## config.mk

```make
export PLATFORM = sky130hd
export DESIGN_NAME = csv_field_tokenizer_unit
export DESIGN_NICKNAME = d
export VERILOG_FILES = /design/src/sv/csvtok_pkg.sv /design/src/sv/csv_field_tokenizer_unit.sv
export SDC_FILE = /design/constraint.sdc
export NUM_CORES = 1
export LEC_CHECK = 0
export ABC_CLOCK_PERIOD_IN_PS = 2500
export BUFFER_PORTS_ARGS = -buffer_cell sky130_fd_sc_hd__buf_2
export CORE_AREA = 2 2 93 95
export DETAILED_ROUTE_END_ITERATION = 16
export DIE_AREA = 0 0 95 97
export PLACE_DENSITY_LB_ADDON = 0.25
export SETUP_SLACK_MARGIN = 0.2
export SYNTH_ARGS = -nofsm -noshare
export SYNTH_HDL_FRONTEND = slang
export SYNTH_SLANG_ARGS = --single-unit
```

## constraint.sdc

```tcl
create_clock -name clk -period 2.5 [get_ports clk]
set_clock_uncertainty 0.15 [all_clocks]
set_input_delay 0.125 -clock clk [delete_from_list [all_inputs] [get_ports clk]]
set_output_delay 0.125 -clock clk [all_outputs]
set_load 0.02 [all_outputs]
```

## src/sv/csvtok_pkg.sv

```systemverilog
`timescale 1ns / 1ps
// ----------------------------------------------------------------------------
// csvtok_pkg
// Shared constants and types of the CSV field tokenizer.
// ----------------------------------------------------------------------------
package csvtok_pkg;

  localparam int unsigned COL_BITS_DEFAULT = 8;
  localparam int unsigned ROW_BITS_DEFAULT = 16;

  // field widths on the stream ports
  localparam int unsigned BYTE_W   = 8;
  localparam int unsigned COLUMN_W = 8;
  localparam int unsigned ROW_W    = 16;
  localparam int unsigned OUT_W    = BYTE_W + COLUMN_W + ROW_W;

  localparam logic [BYTE_W-1:0] CH_QUOTE = 8'h22;
  localparam logic [BYTE_W-1:0] CH_COMMA = 8'h2C;
  localparam logic [BYTE_W-1:0] CH_CR    = 8'h0D;
  localparam logic [BYTE_W-1:0] CH_LF    = 8'h0A;

  typedef enum logic [1:0] {
    KIND_DATA  = 2'd0,
    KIND_FIELD = 2'd1,
    KIND_ROW   = 2'd2
  } kind_t;

endpackage

```

## src/sv/csv_field_tokenizer_unit.sv

```systemverilog
`timescale 1ns / 1ps
// ----------------------------------------------------------------------------
// csv_field_tokenizer_unit
// Splits a CSV byte stream into content bytes, field ends and row ends.
// Each accepted byte is registered in the input stage, and its result in the result stage.
// Throughput: one byte per cycle while the result is not stalled, through the input and result stages.
// Bytes that give no result (carriage return, quote) still take one slot.
// Reset: rst clears both stage valids, quote state and column/row counters.
// ----------------------------------------------------------------------------
module csv_field_tokenizer_unit #(
  parameter int unsigned COL_BITS = csvtok_pkg::COL_BITS_DEFAULT,
  parameter int unsigned ROW_BITS = csvtok_pkg::ROW_BITS_DEFAULT
) (
  input  logic                          clk,
  input  logic                          rst,
  input  logic                          s_tvalid,
  output logic                          s_tready,
  input  logic [csvtok_pkg::BYTE_W-1:0] s_tdata,   // byte_in
  output logic                          m_tvalid,
  input  logic                          m_tready,
  output logic [csvtok_pkg::OUT_W-1:0]  m_tdata,   // data_byte, column, row
  output logic [1:0]                    m_tuser    // kind
);

  localparam int unsigned COL_EXT = (COL_BITS > csvtok_pkg::COLUMN_W) ?
                                    COL_BITS : csvtok_pkg::COLUMN_W;
  localparam int unsigned ROW_EXT = (ROW_BITS > csvtok_pkg::ROW_W) ?
                                    ROW_BITS : csvtok_pkg::ROW_W;
  localparam logic [COL_BITS-1:0] COL_MAX = {COL_BITS{1'b1}};
  localparam logic [ROW_BITS-1:0] ROW_MAX = {ROW_BITS{1'b1}};

  // input stage
  logic                          in_valid;
  logic [csvtok_pkg::BYTE_W-1:0] in_byte;

  // tokenizer state
  logic                in_quotes, in_quotes_next;
  logic                quote_pending, quote_pending_next;
  logic [COL_BITS-1:0] column_count, column_count_next;
  logic [ROW_BITS-1:0] row_count, row_count_next;

  logic                          emit;
  csvtok_pkg::kind_t             kind;
  logic [csvtok_pkg::BYTE_W-1:0] data_byte;
  logic                          quoted;
  logic                          advance;
  logic [COL_EXT-1:0]            col_ext;
  logic [ROW_EXT-1:0]            row_ext;

  assign advance  = !m_tvalid || m_tready;
  assign s_tready = !in_valid || advance;

  assign col_ext = COL_EXT'(column_count);
  assign row_ext = ROW_EXT'(row_count);

  always_comb begin
    emit               = 1'b0;
    kind               = csvtok_pkg::KIND_DATA;
    data_byte          = in_byte;
    in_quotes_next     = in_quotes;
    quote_pending_next = 1'b0;
    column_count_next  = column_count;
    row_count_next     = row_count;
    // a held quote followed by anything but a quote closed the section
    quoted = in_quotes && !quote_pending;
    if (quote_pending && in_byte != csvtok_pkg::CH_QUOTE) begin
      in_quotes_next = 1'b0;
    end
    priority if (quote_pending && in_byte == csvtok_pkg::CH_QUOTE) begin
      emit = 1'b1;
    end else if (in_byte == csvtok_pkg::CH_CR) begin
      emit = 1'b0;
    end else if (in_byte == csvtok_pkg::CH_LF) begin
      emit              = 1'b1;
      kind              = csvtok_pkg::KIND_ROW;
      data_byte         = '0;
      column_count_next = '0;
      in_quotes_next    = 1'b0;
      if (row_count != ROW_MAX) begin
        row_count_next = row_count + ROW_BITS'(1);
      end
    end else if (in_byte == csvtok_pkg::CH_QUOTE) begin
      if (quoted) begin
        quote_pending_next = 1'b1;
      end else begin
        in_quotes_next = 1'b1;
      end
    end else if (in_byte == csvtok_pkg::CH_COMMA && !quoted) begin
      emit      = 1'b1;
      kind      = csvtok_pkg::KIND_FIELD;
      data_byte = '0;
      if (column_count != COL_MAX) begin
        column_count_next = column_count + COL_BITS'(1);
      end
    end else begin
      emit = 1'b1;
    end
  end

  always_ff @(posedge clk) begin
    if (rst) begin
      in_valid      <= 1'b0;
      m_tvalid      <= 1'b0;
      in_quotes     <= 1'b0;
      quote_pending <= 1'b0;
      column_count  <= '0;
      row_count     <= '0;
    end else begin
      if (s_tready) begin
        in_valid <= s_tvalid;
        in_byte  <= s_tdata;
      end
      if (advance) begin
        m_tvalid <= in_valid && emit;
        if (in_valid) begin
          in_quotes     <= in_quotes_next;
          quote_pending <= quote_pending_next;
          column_count  <= column_count_next;
          row_count     <= row_count_next;
          m_tdata       <= {row_ext[csvtok_pkg::ROW_W-1:0],
                            col_ext[csvtok_pkg::COLUMN_W-1:0], data_byte};
          m_tuser       <= kind;
        end
      end
    end
  end

endmodule

```

==> results.sh <==
export IMPL_synth_nets=257
export IMPL_ys_ff_latch=70
export IMPL_ys_warn_count=0
export IMPL_ant_nets=0
export IMPL_internal_power_w=0.00168
export IMPL_start_util=0.347
export IMPL_max_cap_violations=0
export IMPL_clockBufferDepth=2
export IMPL_cts_sinks=70
export IMPL_io_buffers=47
export IMPL_cts_buffers=9
export IMPL_n_antenna_cell=0
export IMPL_place_hpwl_um=3580
export IMPL_highest_layer="met4"
export IMPL_yosysUniqueCellTypes=39
export IMPL_die_w_um=95
export IMPL_hold_viol=0
export IMPL_grtUsageTotal=0.126
export IMPL_critPathMaxFanout=4
export IMPL_power_w=0.00218
export IMPL_drc=0
export IMPL_grt_start_max_net_pins=35
export IMPL_status="finished, final reports clean"
export IMPL_wl_met1_um=2610
export IMPL_fill_cells=778
export IMPL_dr_wl_met3_um=250
export IMPL_power_leakage_nw=1.16
export IMPL_rows=33
export IMPL_htree_levels=3
export IMPL_synth_edff_count=42
export IMPL_hp_class="input port to flip-flop"
export IMPL_core_mm2=0.00813
export IMPL_place_congestion=0.770
export IMPL_clockPowerShare=0.368
export IMPL_drtIter0Drc=56
export IMPL_fin_setup_tns_ps=0
export IMPL_setup_viol=0
export IMPL_path_buf_inv=0
export IMPL_yosysTopAreaCell="edfxtp_1"
export IMPL_clk_pin_slew_ps=70
export IMPL_cp_cell_sequence="or4b_4 -> nor4_4 -> nand4_1 -> or4_1 -> a21oi_1"
export IMPL_relSlewSlack=0.516
export IMPL_crit_required_ps=2620
export IMPL_worst_path_dominant_cell_family="simple AND/OR/NAND/NOR gates"
export IMPL_finalNetCount=329
export IMPL_synthMostInstantiatedCell="edfxtp_1"
export IMPL_yosysSeqAreaShare=0.645
export IMPL_power_switching_w=0.000507
export IMPL_routed_wirelength_um=5520
export IMPL_io_pins=48
export IMPL_synthTopCellsByCount="42 x edfxtp_1, 28 x a21oi_1, 28 x dfxtp_1"
export IMPL_cts_tree="done"
export IMPL_grt_pass1_vias=1871
export IMPL_synth_area_top_cells="edfxtp_1 45%, dfxtp_1 20%, a21oi_1 5.0%"
export IMPL_tightest_slew_ps=726
export IMPL_power_share_switching=0.232
export IMPL_grt_setup_unrepaired="yes"
export IMPL_period_minus_slack_ps=2370
export IMPL_setup_worst_path_start_class="flip-flop"
export IMPL_wire_per_inst_um=13.0
export IMPL_via_per_inst=4.98
export IMPL_slew_viol_final=0
export IMPL_avgSynthCellArea_um2=11.6
export IMPL_grt_pass1_wl_um=8960
export IMPL_area_growth_pct=27.3
export IMPL_synth_top_area_share=0.447
export IMPL_synth_area_mm2=0.00282
export IMPL_combinationalPowerShare=0.053
export IMPL_clk_latency_ps=350
export IMPL_hold_ws_ps=43.3
export IMPL_synth_async_reset_ratio=0
export IMPL_cp_slowest_cell="or4b_4"
export IMPL_die_h_um=97
export IMPL_fp_dieArea_mm2=0.00922
export IMPL_yosys_most_used_dff="edfxtp_1"
export IMPL_clockRootBuffer="clkbuf_8"
export IMPL_power_frac_seq=0.579
export IMPL_antenna_found_initial=0
export IMPL_drive_gt1_frac=0.278
export IMPL_wl_met2_um=2570
export IMPL_max_stage_delay_ps=570
export IMPL_arrival_ps=2490
export IMPL_first_pass_iters=4
export IMPL_grt_overflow_total=0
export IMPL_ir_drop_mv=0.316
export IMPL_num_vias=2118
export IMPL_setup_worst_path_class="flip-flop to flip-flop"
export IMPL_p_per_area_mw_per_mm2=608
export IMPL_min_period_over_period=0.950
export IMPL_synthCells=243
export IMPL_fmax_ghz=0.421
export IMPL_endpoint_kind="flip-flop"
[cells in the final DEF, fill, tap and decap left out, types with 5 or more instances in the layout]
cell and n:
buf_4 12, inv_1 6, nand4_1 7, o21ai_0 15, edfxtp_1 42, nor2b_1 5, buf_2 47, dfxtp_1 28
a21oi_1 28, nand2_1 15, nor2_1 9, or3_1 14, clkbuf_8 10, dlygate4sd3_1 10, nand3_1 10
[through the flow]
step                setup slack [ps]  cells   util  cell area, um^2
finish                           126    425  0.442             3590
global route                    12.5    425  0.442             3590
CTS                              148    422  0.434             3530
detailed placement              54.0    391  0.393             3190
global placement                 112    391  0.393             3190
floorplan                        230    243      -             2830
[layout make-up]
type / count / area [um^2] / share of cell area
flip-flops and latches: 70 / 1820 / 0.507
clock inverters: 6 / 36.3 / 0.0101
well taps: 105 / 131 / 0.0366
clock buffers: 10 / 138 / 0.0383
inverters: 6 / 22.5 / 0.00627
multi-input cells: 158 / 1010 / 0.280
repair buffers: 70 / 437 / 0.122
[timing repair]
action | in CTS | in global routing
pin swaps | 4 | 11
gates resized for setup | 5 | 10
hold buffers | 10 | 0
endpoints found under the hold margin | 9 | 0
setup buffers | 5 | 3
setup endpoints to repair | 12 | 19
[registers in the layout, summed over array words and instances, names as in the netlist]
register and flops:
m_tdata 32, row_count 16, in_byte 8, m_tvalid 1, quote_pending 1, in_valid 1
col_ext 8, in_quotes 1, m_tuser 2
[power groups by stage]
stage	registers (W)	clock network [W]	logic [W]
floorplan	0.00131	0	0.0000336
global placement	0.00129	0	0.0000981
detailed placement	0.00129	0	0.0000985
CTS	0.00126	0.000824	0.000113
global route	0.00127	0.000878	0.000126
finish	0.00126	0.000802	0.000116
[path summary, 6_finish.rpt]
path,end,start,slack (ps),depth (start not counted)
setup / recovery,col_ext[7]$_SDFFE_PP0P_,in_byte[6]$_DFFE_PP_,130,5
hold / removal,m_tvalid$_SDFFE_PP0N_,m_tready,40,3
setup reg to reg,col_ext[7]$_SDFFE_PP0P_,in_byte[6]$_DFFE_PP_,130,5
hold reg to reg,in_quotes$_SDFFE_PP0P_,in_quotes$_SDFFE_PP0P_,310,2
[routing by layer]
metal / up-vias / GRT usage
li1: 1071 / -
met1: 990 / 0.174
met2: 48 / 0.184
met3: 9 / 0.0374
met4: 0 / 0.0535
met5: - / 0
[tightest hold or removal path, delay by kind of cell]
kind	cells	cell delay, ps
and+or+nand+nor	1	190
buffers and inverters	1	90
AOI/OAI and AO/OA	1	90
[cell families (layout without fill, tap and decap cells)]
family	Yosys count	after routing	share of synthesized area
and+or+nand+nor	96	96	0.202
buffers and inverters	15	92	0.0204
muxes	1	1	0.00355
AOI/OAI and AO/OA	56	56	0.110
adders and majority gates	2	2	0.00886
DFF	70	70	0.645
xor gates and xnor gates	3	3	0.00931
Note: power is estimated with default switching activity, not from simulation.
